`src/sv/jisr_pkg.sv`:
```
`timescale 1ns / 1ps

package jisr_pkg;

  localparam int NUM_JOINTS     = 12;
  localparam int JOINTS_PER_LEG = 3;
  localparam int KNEE_SLOT      = 2;

  localparam int POS_W     = 16;
  localparam int JIDX_W    = $clog2(NUM_JOINTS);
  localparam int REGION_W  = 2;
  localparam int ADDR_W    = REGION_W + JIDX_W;
  localparam int MEM_DEPTH = 1 << ADDR_W;
  localparam int CNT_W     = $clog2(NUM_JOINTS + 2);

  localparam int DIV_STEPS = 16;
  localparam int DIV_CNT_W = $clog2(DIV_STEPS);
  localparam int ALPHA_W   = 17;

  localparam logic [ALPHA_W-1:0] ALPHA_ONE  = 17'd65536;
  localparam logic [17:0]        SMOOTH_K   = 18'd196608;
  localparam logic signed [34:0] BLEND_HALF = 35'sd32768;

  localparam logic [REGION_W-1:0] REG_DEF    = 2'b00;
  localparam logic [REGION_W-1:0] REG_START  = 2'b01;
  localparam logic                REG_CMD_HI = 1'b1;

  typedef enum logic [1:0] {
    OP_LOAD_DEF = 2'd0,
    OP_SEED     = 2'd1,
    OP_CMD      = 2'd2,
    OP_TICK     = 2'd3
  } op_t;

  typedef enum logic [1:0] {
    STAT_TARGET   = 2'd0,
    STAT_STORED   = 2'd1,
    STAT_ACCEPT   = 2'd2,
    STAT_SIZE_ERR = 2'd3
  } status_t;

  typedef enum logic [1:0] {
    CFG_RAMP_EN   = 2'd0,
    CFG_LINK_EN   = 2'd1,
    CFG_HOLD      = 2'd2,
    CFG_RAMP_TIME = 2'd3
  } cfg_idx_t;

  typedef struct packed {
    logic                 en;
    logic [ADDR_W-1:0]    addr;
    logic [POS_W-1:0]     data;
  } pose_wr_t;

  typedef struct packed {
    logic        start;
    logic [31:0] ramp_t;
    logic [31:0] ramp_time;
  } alpha_req_t;

  typedef struct packed {
    logic               done;
    logic [ALPHA_W-1:0] alpha;
  } alpha_rsp_t;

  function automatic logic [NUM_JOINTS-1:0] knee_mask_f();
    logic [NUM_JOINTS-1:0] m;
    m = '0;
    for (int i = 0; i < NUM_JOINTS; i++) begin
      m[i] = ((i % JOINTS_PER_LEG) == KNEE_SLOT) &&
             (i < (NUM_JOINTS / JOINTS_PER_LEG) * JOINTS_PER_LEG);
    end
    return m;
  endfunction

  localparam logic [NUM_JOINTS-1:0] KNEE_MASK = knee_mask_f();

endpackage

```
`src/sv/jisr_if.sv`:
```
`timescale 1ns / 1ps

interface jisr_in_if;
  import jisr_pkg::*;
  logic              valid;
  logic              ready;
  logic [1:0]        operation;
  logic [3:0]        joint_index;
  logic signed [15:0] position;
  logic              position_valid;
  logic              last_word;
  logic [15:0]       period_us;

  modport source (output valid, operation, joint_index, position, position_valid,
                  last_word, period_us, input ready);
  modport sink (input valid, operation, joint_index, position, position_valid,
                last_word, period_us, output ready);
endinterface

interface jisr_out_if;
  import jisr_pkg::*;
  logic               valid;
  logic               ready;
  logic [3:0]         out_joint;
  logic signed [15:0] target_position;
  logic [1:0]         status;
  logic               out_last;

  modport source (output valid, out_joint, target_position, status, out_last,
                  input ready);
  modport sink (input valid, out_joint, target_position, status, out_last,
                output ready);
endinterface

```
`src/sv/jisr_pose_mem.sv`:
```
`timescale 1ns / 1ps

module jisr_pose_mem (
  input  logic                         clk,
  input  jisr_pkg::pose_wr_t           wr,
  input  logic [jisr_pkg::ADDR_W-1:0]  rd_addr,
  output logic [jisr_pkg::POS_W-1:0]   rd_data
);
  import jisr_pkg::*;

  logic [POS_W-1:0] mem [MEM_DEPTH];
  logic [POS_W-1:0] rd_data_r;

  always_ff @(posedge clk) begin
    if (wr.en) begin
      mem[wr.addr] <= wr.data;
    end
    rd_data_r <= mem[rd_addr];
  end

  assign rd_data = rd_data_r;

endmodule

```
`src/sv/jisr_alpha.sv`:
```
`timescale 1ns / 1ps

module jisr_alpha (
  input  logic                 clk,
  input  logic                 rst_n,
  input  jisr_pkg::alpha_req_t req,
  output jisr_pkg::alpha_rsp_t rsp
);
  import jisr_pkg::*;

  typedef enum logic [4:0] {
    A_IDLE = 5'b00001,
    A_DIV  = 5'b00010,
    A_SQ   = 5'b00100,
    A_MUL  = 5'b01000,
    A_DONE = 5'b10000
  } astate_t;

  astate_t              state_r, state_nxt;
  logic [31:0]          rem_r, rem_nxt;
  logic [31:0]          div_r, div_nxt;
  logic [15:0]          q_r, q_nxt;
  logic [DIV_CNT_W-1:0] cnt_r, cnt_nxt;
  logic [31:0]          sq_r, sq_nxt;
  logic [17:0]          wgt_r, wgt_nxt;
  logic [ALPHA_W-1:0]   alpha_r, alpha_nxt;
  logic [32:0]          rem2;
  logic [32:0]          rem_sub;
  logic                 ge;
  logic [49:0]          prod;

  always_comb begin
    state_nxt = state_r;
    rem_nxt   = rem_r;
    div_nxt   = div_r;
    q_nxt     = q_r;
    cnt_nxt   = cnt_r;
    sq_nxt    = sq_r;
    wgt_nxt   = wgt_r;
    alpha_nxt = alpha_r;
    rem2      = {rem_r, 1'b0};
    rem_sub   = rem2 - {1'b0, div_r};
    ge        = (rem2 >= {1'b0, div_r});
    prod      = {18'd0, sq_r} * {32'd0, wgt_r};
    unique case (state_r)
      A_IDLE: begin
        if (req.start) begin
          if (req.ramp_t >= req.ramp_time) begin
            alpha_nxt = ALPHA_ONE;
            state_nxt = A_DONE;
          end else begin
            rem_nxt   = req.ramp_t;
            div_nxt   = req.ramp_time;
            q_nxt     = '0;
            cnt_nxt   = '0;
            state_nxt = A_DIV;
          end
        end
      end
      A_DIV: begin
        rem_nxt = ge ? rem_sub[31:0] : rem2[31:0];
        q_nxt   = {q_r[14:0], ge};
        cnt_nxt = cnt_r + DIV_CNT_W'(1);
        if (cnt_r == DIV_CNT_W'(DIV_STEPS - 1)) begin
          state_nxt = A_SQ;
        end
      end
      A_SQ: begin
        sq_nxt    = {16'd0, q_r} * {16'd0, q_r};
        wgt_nxt   = SMOOTH_K - {1'b0, q_r, 1'b0};
        state_nxt = A_MUL;
      end
      A_MUL: begin
        alpha_nxt = prod[48:32];
        state_nxt = A_DONE;
      end
      A_DONE: begin
        state_nxt = A_IDLE;
      end
      default: state_nxt = A_IDLE;
    endcase
  end

  always_ff @(posedge clk) begin
    if (!rst_n) begin
      state_r <= A_IDLE;
    end else begin
      state_r <= state_nxt;
    end
  end

  always_ff @(posedge clk) begin
    rem_r   <= rem_nxt;
    div_r   <= div_nxt;
    q_r     <= q_nxt;
    cnt_r   <= cnt_nxt;
    sq_r    <= sq_nxt;
    wgt_r   <= wgt_nxt;
    alpha_r <= alpha_nxt;
  end

  assign rsp.done  = (state_r == A_DONE);
  assign rsp.alpha = alpha_r;

endmodule

```
`src/sv/joint_idle_smoothstep_ramp.sv`:
```
`timescale 1ns / 1ps

// Channel   Direction  Handshake     Payload
// in_ch     input      valid/ready   operation, joint_index, position,
//                                    position_valid, last_word, period_us
// out_ch    output     valid/ready   out_joint, target_position, status, out_last
// cfg_*     input      cfg_we        cfg_index, cfg_data (no read-back)
//
// One transaction at a time. Command words and default loads are handled in
// the issue state. Seeds and ticks make four pose memory reads, then the
// update. A ramp-phase tick at joint zero also waits for the alpha unit
// (16-step divider, square, weight multiply) before the blend is computed.
// Reset clears all control state; pose entries read as zero until written.
// A stalled result holds in the output register; the next transaction is
// accepted meanwhile and waits for it before its own result is loaded.

module joint_idle_smoothstep_ramp (
  input  logic       clk,
  input  logic       rst_n,
  jisr_in_if.sink    in_ch,
  jisr_out_if.source out_ch,
  input  logic       cfg_we,
  input  logic [1:0] cfg_index,
  input  logic [31:0] cfg_data
);
  import jisr_pkg::*;

  typedef enum logic [10:0] {
    S_IDLE     = 11'b00000000001,
    S_ISSUE    = 11'b00000000010,
    S_RD_CMD   = 11'b00000000100,
    S_RD_HIP   = 11'b00000001000,
    S_RD_START = 11'b00000010000,
    S_GATHER   = 11'b00000100000,
    S_ALPHA    = 11'b00001000000,
    S_DECIDE   = 11'b00010000000,
    S_SEED_WR  = 11'b00100000000,
    S_BLEND    = 11'b01000000000,
    S_RESULT   = 11'b10000000000
  } state_t;

  state_t                  state_r, state_nxt;

  logic                    ramp_en_r, ramp_en_nxt;
  logic                    link_en_r, link_en_nxt;
  logic [31:0]             hold_r, hold_nxt;
  logic [31:0]             ramp_time_r, ramp_time_nxt;

  logic [CNT_W-1:0]        pend_cnt_r, pend_cnt_nxt;
  logic                    ext_act_r, ext_act_nxt;
  logic                    ramp_started_r, ramp_started_nxt;
  logic [31:0]             elapsed_r, elapsed_nxt;
  logic [ALPHA_W-1:0]      alpha_now_r, alpha_now_nxt;
  logic                    cmd_bank_r, cmd_bank_nxt;
  logic [NUM_JOINTS-1:0]   def_vld_r, def_vld_nxt;
  logic [NUM_JOINTS-1:0]   start_vld_r, start_vld_nxt;
  logic [NUM_JOINTS-1:0]   cmd_vld_r, cmd_vld_nxt;
  logic                    out_vld_r, out_vld_nxt;

  op_t                     op_r, op_nxt;
  logic [3:0]              j_r, j_nxt;
  logic signed [15:0]      pos_r, pos_nxt;
  logic                    pvld_r, pvld_nxt;
  logic                    lastw_r, lastw_nxt;
  logic [15:0]             period_r, period_nxt;
  logic                    rd_vld_r, rd_vld_nxt;
  logic signed [15:0]      def_v_r, def_v_nxt;
  logic signed [15:0]      cmd_v_r, cmd_v_nxt;
  logic signed [15:0]      hip_v_r, hip_v_nxt;
  logic signed [15:0]      start_v_r, start_v_nxt;
  logic signed [15:0]      blend_start_r, blend_start_nxt;
  logic signed [34:0]      prod_r, prod_nxt;
  logic [3:0]              res_joint_r, res_joint_nxt;
  logic signed [15:0]      res_pos_r, res_pos_nxt;
  status_t                 res_status_r, res_status_nxt;
  logic                    res_last_r, res_last_nxt;
  logic [3:0]              out_joint_r, out_joint_nxt;
  logic signed [15:0]      out_pos_r, out_pos_nxt;
  status_t                 out_status_r, out_status_nxt;
  logic                    out_last_r, out_last_nxt;

  pose_wr_t                mem_wr;
  logic [ADDR_W-1:0]       mem_rd_addr;
  logic [POS_W-1:0]        mem_rd_data;
  alpha_req_t              alpha_req;
  alpha_rsp_t              alpha_rsp;

  logic [JIDX_W-1:0]       jx;
  logic [JIDX_W-1:0]       hipx;
  logic                    j_in_range;
  logic                    j_zero;
  logic                    j_last;
  logic                    ramp_path;
  logic [1:0]              cmd_region;
  logic [1:0]              pend_region;
  logic signed [15:0]      rd_val;
  logic [CNT_W-1:0]        cnt_inc;
  logic [32:0]             esum;
  logic signed [15:0]      seed_v;
  logic signed [15:0]      meas;
  logic signed [15:0]      st_pose;
  logic signed [16:0]      diff;
  logic signed [17:0]      alpha_s;
  logic signed [34:0]      prod_w;
  logic signed [34:0]      rnd_w;
  logic signed [16:0]      knee_d;
  logic signed [15:0]      knee_t;

  jisr_pose_mem u_mem (
    .clk     (clk),
    .wr      (mem_wr),
    .rd_addr (mem_rd_addr),
    .rd_data (mem_rd_data)
  );

  jisr_alpha u_alpha (
    .clk   (clk),
    .rst_n (rst_n),
    .req   (alpha_req),
    .rsp   (alpha_rsp)
  );

  assign jx          = JIDX_W'(j_r);
  assign hipx        = (jx == '0) ? '0 : jx - JIDX_W'(1);
  assign j_in_range  = (32'(j_r) < 32'(NUM_JOINTS));
  assign j_zero      = (jx == '0);
  assign j_last      = (jx == JIDX_W'(NUM_JOINTS - 1));
  assign ramp_path   = !ext_act_r && ramp_en_r && (ramp_time_r != '0);
  assign cmd_region  = {REG_CMD_HI, cmd_bank_r};
  assign pend_region = {REG_CMD_HI, ~cmd_bank_r};
  assign rd_val      = rd_vld_r ? signed'(mem_rd_data) : '0;
  assign cnt_inc     = (pend_cnt_r <= CNT_W'(NUM_JOINTS)) ? pend_cnt_r + CNT_W'(1)
                                                          : pend_cnt_r;
  assign esum        = {1'b0, elapsed_r} + {17'd0, period_r};
  assign seed_v      = pvld_r ? pos_r : def_v_r;
  assign meas        = pvld_r ? pos_r : cmd_v_r;
  assign st_pose     = ramp_started_r ? start_v_r : meas;
  assign diff        = {def_v_r[15], def_v_r} - {st_pose[15], st_pose};
  assign alpha_s     = {1'b0, alpha_now_r};
  assign prod_w      = diff * alpha_s;
  assign rnd_w       = (prod_r + BLEND_HALF) >>> 16;
  assign knee_d      = {cmd_v_r[15], cmd_v_r} - {hip_v_r[15], hip_v_r};
  assign knee_t      = (knee_d[16] != knee_d[15]) ? (knee_d[16] ? 16'sh8000 : 16'sh7FFF)
                                                  : knee_d[15:0];

  assign in_ch.ready            = (state_r == S_IDLE);
  assign out_ch.valid           = out_vld_r;
  assign out_ch.out_joint       = out_joint_r;
  assign out_ch.target_position = out_pos_r;
  assign out_ch.status          = out_status_r;
  assign out_ch.out_last        = out_last_r;

  always_comb begin
    state_nxt        = state_r;
    ramp_en_nxt      = ramp_en_r;
    link_en_nxt      = link_en_r;
    hold_nxt         = hold_r;
    ramp_time_nxt    = ramp_time_r;
    pend_cnt_nxt     = pend_cnt_r;
    ext_act_nxt      = ext_act_r;
    ramp_started_nxt = ramp_started_r;
    elapsed_nxt      = elapsed_r;
    alpha_now_nxt    = alpha_now_r;
    cmd_bank_nxt     = cmd_bank_r;
    def_vld_nxt      = def_vld_r;
    start_vld_nxt    = start_vld_r;
    cmd_vld_nxt      = cmd_vld_r;
    out_vld_nxt      = out_vld_r;
    op_nxt           = op_r;
    j_nxt            = j_r;
    pos_nxt          = pos_r;
    pvld_nxt         = pvld_r;
    lastw_nxt        = lastw_r;
    period_nxt       = period_r;
    rd_vld_nxt       = rd_vld_r;
    def_v_nxt        = def_v_r;
    cmd_v_nxt        = cmd_v_r;
    hip_v_nxt        = hip_v_r;
    start_v_nxt      = start_v_r;
    blend_start_nxt  = blend_start_r;
    prod_nxt         = prod_r;
    res_joint_nxt    = res_joint_r;
    res_pos_nxt      = res_pos_r;
    res_status_nxt   = res_status_r;
    res_last_nxt     = res_last_r;
    out_joint_nxt    = out_joint_r;
    out_pos_nxt      = out_pos_r;
    out_status_nxt   = out_status_r;
    out_last_nxt     = out_last_r;

    mem_wr              = '0;
    mem_rd_addr         = {REG_DEF, jx};
    alpha_req.start     = 1'b0;
    alpha_req.ramp_t    = elapsed_r - hold_r;
    alpha_req.ramp_time = ramp_time_r;

    if (out_vld_r && out_ch.ready) begin
      out_vld_nxt = 1'b0;
    end

    if (cfg_we) begin
      unique case (cfg_idx_t'(cfg_index))
        CFG_RAMP_EN:   ramp_en_nxt   = cfg_data[0];
        CFG_LINK_EN:   link_en_nxt   = cfg_data[0];
        CFG_HOLD:      hold_nxt      = cfg_data;
        CFG_RAMP_TIME: ramp_time_nxt = cfg_data;
      endcase
    end

    unique case (state_r)
      S_IDLE: begin
        if (in_ch.valid) begin
          op_nxt     = op_t'(in_ch.operation);
          j_nxt      = in_ch.joint_index;
          pos_nxt    = in_ch.position;
          pvld_nxt   = in_ch.position_valid;
          lastw_nxt  = in_ch.last_word;
          period_nxt = in_ch.period_us;
          state_nxt  = S_ISSUE;
        end
      end

      S_ISSUE: begin
        mem_rd_addr = {REG_DEF, jx};
        rd_vld_nxt  = def_vld_r[jx];
        if (op_r == OP_CMD) begin
          res_joint_nxt  = '0;
          res_pos_nxt    = pos_r;
          res_status_nxt = STAT_STORED;
          res_last_nxt   = 1'b0;
          if (pend_cnt_r < CNT_W'(NUM_JOINTS)) begin
            mem_wr.en     = 1'b1;
            mem_wr.addr   = {pend_region, JIDX_W'(pend_cnt_r)};
            mem_wr.data   = pos_r;
            res_joint_nxt = 4'(pend_cnt_r);
          end
          if (!lastw_r) begin
            pend_cnt_nxt = cnt_inc;
          end else if (cnt_inc == CNT_W'(NUM_JOINTS)) begin
            cmd_bank_nxt   = ~cmd_bank_r;
            cmd_vld_nxt    = '1;
            ext_act_nxt    = 1'b1;
            pend_cnt_nxt   = '0;
            res_joint_nxt  = '0;
            res_pos_nxt    = '0;
            res_status_nxt = STAT_ACCEPT;
          end else begin
            pend_cnt_nxt   = '0;
            res_joint_nxt  = '0;
            res_pos_nxt    = '0;
            res_status_nxt = STAT_SIZE_ERR;
          end
          state_nxt = S_RESULT;
        end else if (!j_in_range) begin
          state_nxt = S_IDLE;
        end else if (op_r == OP_LOAD_DEF) begin
          mem_wr.en        = 1'b1;
          mem_wr.addr      = {REG_DEF, jx};
          mem_wr.data      = pos_r;
          def_vld_nxt[jx]  = 1'b1;
          res_joint_nxt    = j_r;
          res_pos_nxt      = pos_r;
          res_status_nxt   = STAT_STORED;
          res_last_nxt     = 1'b0;
          state_nxt        = S_RESULT;
        end else begin
          if ((op_r == OP_TICK) && ramp_path && j_zero) begin
            elapsed_nxt = esum[32] ? '1 : esum[31:0];
          end
          state_nxt = S_RD_CMD;
        end
      end

      S_RD_CMD: begin
        def_v_nxt   = rd_val;
        mem_rd_addr = {cmd_region, jx};
        rd_vld_nxt  = cmd_vld_r[jx];
        state_nxt   = S_RD_HIP;
      end

      S_RD_HIP: begin
        cmd_v_nxt   = rd_val;
        mem_rd_addr = {cmd_region, hipx};
        rd_vld_nxt  = cmd_vld_r[hipx];
        state_nxt   = S_RD_START;
      end

      S_RD_START: begin
        hip_v_nxt   = rd_val;
        mem_rd_addr = {REG_START, jx};
        rd_vld_nxt  = start_vld_r[jx];
        state_nxt   = S_GATHER;
      end

      S_GATHER: begin
        start_v_nxt = rd_val;
        if ((op_r == OP_TICK) && ramp_path && j_zero && (elapsed_r > hold_r)) begin
          alpha_req.start = 1'b1;
          state_nxt       = S_ALPHA;
        end else begin
          state_nxt = S_DECIDE;
        end
      end

      S_ALPHA: begin
        if (alpha_rsp.done) begin
          alpha_now_nxt = alpha_rsp.alpha;
          state_nxt     = S_DECIDE;
        end
      end

      S_DECIDE: begin
        res_joint_nxt  = j_r;
        res_status_nxt = STAT_TARGET;
        res_last_nxt   = j_last;
        state_nxt      = S_RESULT;
        if (op_r == OP_SEED) begin
          mem_wr.en       = 1'b1;
          mem_wr.addr     = {cmd_region, jx};
          mem_wr.data     = seed_v;
          cmd_vld_nxt[jx] = 1'b1;
          res_pos_nxt     = seed_v;
          if (j_zero) begin
            ext_act_nxt      = 1'b0;
            ramp_started_nxt = 1'b0;
            elapsed_nxt      = '0;
            pend_cnt_nxt     = '0;
          end
          state_nxt = S_SEED_WR;
        end else if (ext_act_r) begin
          res_pos_nxt = (link_en_r && KNEE_MASK[jx]) ? knee_t : cmd_v_r;
        end else if (ramp_path) begin
          if (elapsed_r <= hold_r) begin
            mem_wr.en         = 1'b1;
            mem_wr.addr       = {REG_START, jx};
            mem_wr.data       = meas;
            start_vld_nxt[jx] = 1'b1;
            ramp_started_nxt  = 1'b0;
            res_pos_nxt       = meas;
          end else begin
            if (!ramp_started_r) begin
              mem_wr.en         = 1'b1;
              mem_wr.addr       = {REG_START, jx};
              mem_wr.data       = meas;
              start_vld_nxt[jx] = 1'b1;
            end
            if (j_last) begin
              ramp_started_nxt = 1'b1;
            end
            blend_start_nxt = st_pose;
            prod_nxt        = prod_w;
            state_nxt       = S_BLEND;
          end
        end else begin
          res_pos_nxt = cmd_v_r;
        end
      end

      S_SEED_WR: begin
        mem_wr.en         = 1'b1;
        mem_wr.addr       = {REG_START, jx};
        mem_wr.data       = res_pos_r;
        start_vld_nxt[jx] = 1'b1;
        state_nxt         = S_RESULT;
      end

      S_BLEND: begin
        res_pos_nxt = blend_start_r + signed'(rnd_w[15:0]);
        state_nxt   = S_RESULT;
      end

      S_RESULT: begin
        if (!out_vld_r || out_ch.ready) begin
          out_joint_nxt  = res_joint_r;
          out_pos_nxt    = res_pos_r;
          out_status_nxt = res_status_r;
          out_last_nxt   = res_last_r;
          out_vld_nxt    = 1'b1;
          state_nxt      = S_IDLE;
        end
      end

      default: state_nxt = S_IDLE;
    endcase
  end

  always_ff @(posedge clk) begin
    if (!rst_n) begin
      state_r        <= S_IDLE;
      ramp_en_r      <= 1'b0;
      link_en_r      <= 1'b0;
      hold_r         <= '0;
      ramp_time_r    <= '0;
      pend_cnt_r     <= '0;
      ext_act_r      <= 1'b0;
      ramp_started_r <= 1'b0;
      elapsed_r      <= '0;
      alpha_now_r    <= '0;
      cmd_bank_r     <= 1'b0;
      def_vld_r      <= '0;
      start_vld_r    <= '0;
      cmd_vld_r      <= '0;
      out_vld_r      <= 1'b0;
    end else begin
      state_r        <= state_nxt;
      ramp_en_r      <= ramp_en_nxt;
      link_en_r      <= link_en_nxt;
      hold_r         <= hold_nxt;
      ramp_time_r    <= ramp_time_nxt;
      pend_cnt_r     <= pend_cnt_nxt;
      ext_act_r      <= ext_act_nxt;
      ramp_started_r <= ramp_started_nxt;
      elapsed_r      <= elapsed_nxt;
      alpha_now_r    <= alpha_now_nxt;
      cmd_bank_r     <= cmd_bank_nxt;
      def_vld_r      <= def_vld_nxt;
      start_vld_r    <= start_vld_nxt;
      cmd_vld_r      <= cmd_vld_nxt;
      out_vld_r      <= out_vld_nxt;
    end
  end

  always_ff @(posedge clk) begin
    op_r          <= op_nxt;
    j_r           <= j_nxt;
    pos_r         <= pos_nxt;
    pvld_r        <= pvld_nxt;
    lastw_r       <= lastw_nxt;
    period_r      <= period_nxt;
    rd_vld_r      <= rd_vld_nxt;
    def_v_r       <= def_v_nxt;
    cmd_v_r       <= cmd_v_nxt;
    hip_v_r       <= hip_v_nxt;
    start_v_r     <= start_v_nxt;
    blend_start_r <= blend_start_nxt;
    prod_r        <= prod_nxt;
    res_joint_r   <= res_joint_nxt;
    res_pos_r     <= res_pos_nxt;
    res_status_r  <= res_status_nxt;
    res_last_r    <= res_last_nxt;
    out_joint_r   <= out_joint_nxt;
    out_pos_r     <= out_pos_nxt;
    out_status_r  <= out_status_nxt;
    out_last_r    <= out_last_nxt;
  end

endmodule
```
`src/flat_wrapper.sv`:
```
// flat-port wrapper written by rule: the top's interface ports become plain ports
module joint_idle_smoothstep_ramp_flat import jisr_pkg::*;
  (clk, rst_n, cfg_we, cfg_index, cfg_data, in_ch_valid, in_ch_operation, in_ch_joint_index, in_ch_position, in_ch_position_valid, in_ch_last_word, in_ch_period_us, in_ch_ready, out_ch_valid, out_ch_out_joint, out_ch_target_position, out_ch_status, out_ch_out_last, out_ch_ready);
  jisr_in_if in_ch_i ();
  jisr_out_if out_ch_i ();
  input  logic clk;
  input  logic rst_n;
  input  logic cfg_we;
  input  logic [1:0] cfg_index;
  input  logic [31:0] cfg_data;
  input wire logic [$bits(in_ch_i.valid)-1:0] in_ch_valid;
  input wire logic [$bits(in_ch_i.operation)-1:0] in_ch_operation;
  input wire logic [$bits(in_ch_i.joint_index)-1:0] in_ch_joint_index;
  input wire logic [$bits(in_ch_i.position)-1:0] in_ch_position;
  input wire logic [$bits(in_ch_i.position_valid)-1:0] in_ch_position_valid;
  input wire logic [$bits(in_ch_i.last_word)-1:0] in_ch_last_word;
  input wire logic [$bits(in_ch_i.period_us)-1:0] in_ch_period_us;
  output wire logic [$bits(in_ch_i.ready)-1:0] in_ch_ready;
  output wire logic [$bits(out_ch_i.valid)-1:0] out_ch_valid;
  output wire logic [$bits(out_ch_i.out_joint)-1:0] out_ch_out_joint;
  output wire logic [$bits(out_ch_i.target_position)-1:0] out_ch_target_position;
  output wire logic [$bits(out_ch_i.status)-1:0] out_ch_status;
  output wire logic [$bits(out_ch_i.out_last)-1:0] out_ch_out_last;
  input wire logic [$bits(out_ch_i.ready)-1:0] out_ch_ready;
  assign in_ch_i.valid = in_ch_valid;
  assign in_ch_i.operation = in_ch_operation;
  assign in_ch_i.joint_index = in_ch_joint_index;
  assign in_ch_i.position = in_ch_position;
  assign in_ch_i.position_valid = in_ch_position_valid;
  assign in_ch_i.last_word = in_ch_last_word;
  assign in_ch_i.period_us = in_ch_period_us;
  assign in_ch_ready = in_ch_i.ready;
  assign out_ch_valid = out_ch_i.valid;
  assign out_ch_out_joint = out_ch_i.out_joint;
  assign out_ch_target_position = out_ch_i.target_position;
  assign out_ch_status = out_ch_i.status;
  assign out_ch_out_last = out_ch_i.out_last;
  assign out_ch_i.ready = out_ch_ready;
  joint_idle_smoothstep_ramp u_core (.clk(clk), .rst_n(rst_n), .in_ch(in_ch_i), .out_ch(out_ch_i), .cfg_we(cfg_we), .cfg_index(cfg_index), .cfg_data(cfg_data));
endmodule
```
`config.mk`:
```
export PLATFORM = sky130hd
export DESIGN_NAME = joint_idle_smoothstep_ramp_flat
export DESIGN_NICKNAME = d
export VERILOG_FILES = /design/src/sv/jisr_pkg.sv /design/src/sv/jisr_if.sv /design/src/sv/jisr_pose_mem.sv /design/src/sv/jisr_alpha.sv /design/src/sv/joint_idle_smoothstep_ramp.sv /design/src/flat_wrapper.sv
export SDC_FILE = /design/constraint.sdc
export NUM_CORES = 2
export LEC_CHECK = 0
export BUFFER_PORTS_ARGS = -buffer_cell sky130_fd_sc_hd__buf_2
export CORE_MARGIN = 2
export CORE_UTILIZATION = 50
export CTS_BUF_LIST = sky130_fd_sc_hd__clkbuf_8 sky130_fd_sc_hd__clkbuf_16
export DETAILED_ROUTE_END_ITERATION = 7
export PLACE_DENSITY = 0.65
export SETUP_SLACK_MARGIN = 0.02
export SLEW_MARGIN = 20
export SYNTH_ARGS = -nofsm -noshare
export SYNTH_HDL_FRONTEND = slang
export SYNTH_SLANG_ARGS = --single-unit
```
`constraint.sdc`:
```
create_clock -name clk -period 13.22 [get_ports clk]
set_input_delay 1.322 -clock clk [delete_from_list [all_inputs] [get_ports clk]]
set_output_delay 1.322 -clock clk [all_outputs]
set_load 0.01 [all_outputs]
```
==> qor.csv <==
stage;metric;value;unit
setup_path;launching point of the worst reg2reg path;u_core.pvld_r;
cells_and_area;most frequent standard cell in the layout excluding fill and tap cells;sky130_fd_sc_hd__nand2_1;
power_and_ir_drop;areal power density over the cells;97.0;nW/um^2
floorplan;number of core rows;165;
flow_run;Max-Cap Viols;0;
global_routing;most utilized layer in the global route result;met2;
logic_synthesis;sequential element share of the synthesized area;43.9;%
power_and_ir_drop;Worst IR Drop VDD;0.126;mV
setup_path;cells on worst reg2reg path;36;
global_routing;grt met1 use;35.5;%
cells_and_area;ratio of cells with drive above 1 in the final layout;7.38;%
timing;worst-case headroom to the max-slew limit;25.7;%
floorplan;starting density of the core;50.2;%
cells_and_area;Layout Cell Area excl Fill;111000;um^2
cts;H-Tree Level Count;4;
cts;number of gates given a new drive strength after cts;0;
logic_synthesis;number of enable flip-flop cells after synthesis;1356;
logic_synthesis;Ys Warns;0;
logic_synthesis;portion of netlist area occupied by mux cells;0.869;%
logic_synthesis;post-synthesis share of cell area spent on full adders, half adders and majority gates;22.8;%
global_routing;antenna violations before repair;8;
drt;violation count after the first detailed-route iteration;6578;
cells_and_area;final core occ;55.0;%
logic_synthesis;Seq cells post-synth;1548;
floorplan;Die Wd;454;um
drt;Detailed Route WL;282000;um
timing;achievable clock frequency;94.9;MHz
setup_path;critical path's largest stage delay;0.82;ns
logic_synthesis;post-synthesis compound-gate area fraction;7.72;%
cts;Sinks on Clock Net;1548;
floorplan;number of top-level design ports;104;
timing;clock skew after layout;0.0509;ns
drt;final antenna-violating net count;0;
floorplan;area inside the core boundary;202000;um^2
logic_synthesis;simple-gate share of the synthesized area;16.7;%
setup_path;Setup Crit Path Kind;flop to flop;
logic_synthesis;Gate Count Post-Synth;9714;
global_routing;via count of the first global-routing pass;73800;
setup_path;most numerous cell on the critical path;sky130_fd_sc_hd__fa_1;
logic_synthesis;library cells used by synthesis;94;
cts;Clock transition at path regs;0.06;ns
timing;max-slew violation count;0;
cts;Hold Buf Count CTS;0;
logic_synthesis;most common flop cell mapped by yosys;sky130_fd_sc_hd__edfxtp_1;
power_and_ir_drop;static leakage;46.2;nW
cells_and_area;commonest cells after routing, fill and taps aside;1977 x sky130_fd_sc_hd__nand2_1, 1356 x sky130_fd_sc_hd__edfxtp_1, 1172 x sky130_fd_sc_hd__inv_1;
placed_design;detailed-placement wirelength estimate;192000;um
global_routing;met2 Usage GRT;46.1;%
drt;number of DRC violations after detailed routing;0;
timing;post-layout min period;10.54;ns
placed_design;gp weighted congestion;0.928;
cts;TritonCTS Buffers;164;
timing;setup slack after layout;2.68;ns
worst_hold_path;number of stages on the worst hold path;0;
placed_design;PortBufs;103;
timing;Least-Margin Pin Slew;1.11;ns
setup_path;required time at the worst-slack endpoint;13.77;ns
global_routing;GRT Resource Usage Total;27.4;%
cts;clock latency of the later-clocked register in the worst-skew pair;0.83;ns
setup_path;end of the worst register-to-register path;u_core.prod_r[31];
placed_design;minimum setup slack after placement;2.73;ns
logic_synthesis;FFs w/ async S/R, synth;0;%
cts;worst-case clock buffer depth;3;
run_status;run status;complete, no violations;
drt;detailed-routing iteration count for the pre-antenna-repair pass;6;
global_routing;pin count of the biggest net entering global routing;172;
global_routing;global route total overflow;0;
timing;total count of hold-check failures in the final report;0;
logic_synthesis;dominant combinational cell family by area after synthesis;adder cells;
cells_and_area;number of fill cells in the layout;17300;
worst_hold_path;path class of the lowest-slack min-delay path;flop to flop;
floorplan;Die Span Y;454;um
timing;Total Neg Setup Slack;0;ns
setup_path;category of the worst setup path launch point;flop;
logic_synthesis;Post-Synthesis Cell Area;101000;um^2
global_routing;met3 demand-to-capacity share in global routing;3.91;%
setup_path;Critical Path AT;11.09;ns
drt;count of vias placed by the detailed router;72400;
worst_hold_path;hold worst-path end;u_core.out_ch.status[0];
placed_design;cell area reported after detailed placement;106000;um^2
floorplan;overall die area;206000;um^2
power_and_ir_drop;power consumption;10.8;mW
drt;routed length per placed instance;22.4;um
cts;# Post-CTS Setup Buffers;0;
global_routing;wire length of the first global-routing pass;434000;um
worst_hold_path;Hold Crit Start;u_core.res_status_r[0];
drt;post-detailed-route via-to-cell ratio;5.76;
logic_synthesis;Post-Synthesis Mean Instance Area;10.4;um^2
timing;unrepaired setup endpoints after global routing;false;
cells_and_area;P&R area growth vs syn;9.56;%
setup_path;Slowest-stage cell, CP;sky130_fd_sc_hd__edfxtp_1;
logic_synthesis;xor/xnor share of the synthesized area;1.74;%
timing;number of setup violations in the final report;0;
timing;final clock period utilization by the worst path;79.7;%
setup_path;setup slack, reg-to-reg;2.68;ns
cts;buffer type at the clock tree root;sky130_fd_sc_hd__clkbuf_16;
setup_path;endpoint class of the critical path;flop;
setup_path;critical path peak fanout;20;
cts;TritonCTS clock tree;done;
cells_and_area;final net count;11200;
-- worst max path at each step --
stage,slack (ns),to,startpoint
after floorplan,4.04,u_core.prod_r[31],u_core.pvld_r
after global placement,2.87,u_core.prod_r[31],u_core.pvld_r
after detailed placement,2.73,u_core.prod_r[31],u_core.pvld_r
after CTS,2.72,u_core.prod_r[31],u_core.pvld_r
after global routing,2.12,u_core.prod_r[31],u_core.pvld_r
final,2.68,u_core.prod_r[31],u_core.pvld_r
-- per-layer routing --
metal / wire length [um] / up-vias
met5: 0 / -
met4: 12300 / 0
met3: 19400 / 558
met2: 138000 / 2719
met1: 113000 / 36400
li1: - / 32800
-- synth_stat cells (83+ instances only) --
cell type,count,share of area [%]
sky130_fd_sc_hd__fa_1,829,16
sky130_fd_sc_hd__a311oi_1,136,1.2
sky130_fd_sc_hd__xnor2_1,140,1.2
sky130_fd_sc_hd__nor3_1,90,0.44
sky130_fd_sc_hd__o21ai_0,173,0.85
sky130_fd_sc_hd__a21oi_1,338,1.7
sky130_fd_sc_hd__and2_1,357,2.2
sky130_fd_sc_hd__nand2_1,1979,7.3
sky130_fd_sc_hd__nor2_1,326,1.2
sky130_fd_sc_hd__inv_1,1135,4.2
sky130_fd_sc_hd__a31oi_1,84,0.52
sky130_fd_sc_hd__clkbuf_1,381,1.4
sky130_fd_sc_hd__and3_1,105,0.65
sky130_fd_sc_hd__a21o_1,83,0.61
sky130_fd_sc_hd__edfxtp_1,1356,40
sky130_fd_sc_hd__dfxtp_1,192,3.8
sky130_fd_sc_hd__ha_1,525,6.5
sky130_fd_sc_hd__nand3_1,573,2.8
-- worst max-delay path, delay by kind of cell (launching register included) --
kind	cells	cell delay, ns
flops	1	0.82
mux	1	0.22
simple gates	3	0.45
xor+xnor	3	0.69
buf+inv	6	0.70
compound gates	15	3.97
fa+ha+maj	8	3.42
-- power breakdown --
| part | internal [mW] | switching (mW) | total [mW] |
|---|---|---|---|
| Combinational | 0.279 | 0.645 | 0.923 |
| Sequential | 5.31 | 0.0333 | 5.34 |
| Clock | 2.52 | 1.99 | 4.51 |
-- kinds of logic after synthesis --
logic type	after synthesis
AO/OA/AOI/OAI	1172
XOR/XNOR	200
adder cells (fa/ha/maj)	1354
buffers and inverters	1626
flip-flops	1548
multiplexers	75
other	2
AND/OR/NAND/NOR	3737
-- sequential cells by signal, summed over array words and instances, names as in the netlist, 17 cells and up, named ones only --
signal,cells
u_core.u_mem.mem,1024
u_core.elapsed_r,32
u_core.hold_r,32
u_core.ramp_time_r,32
u_core.u_alpha.div_r,32
u_core.u_alpha.rem_r,32
u_core.u_alpha.sq_r,31
u_core.alpha_now_r,17
u_core.prod_r,17
u_core.u_alpha.alpha_r,17
-- stage by stage --
step	hold WS [ns]	instances
after detailed placement	0.407	12300
after floorplan	0.400	9782
after CTS	0.422	12600
after global placement	0.405	12300
after global routing	0.433	12600
final	0.421	12600
-- layout make-up --
cell class | instances | area, um^2 | area share [%]
repair buffers | 305 | 2110 | 1.90
well taps | 2672 | 3340 | 3.01
multi-input cells | 6608 | 51500 | 46.4
inverters | 1141 | 4290 | 3.86
diodes | 9 | 22.5 | 0.0203
flip-flops and latches | 1548 | 44600 | 40.1
clock buffers | 172 | 4250 | 3.82
clock inverters | 128 | 1030 | 0.924
Note: power is estimated with default switching activity, not from simulation.
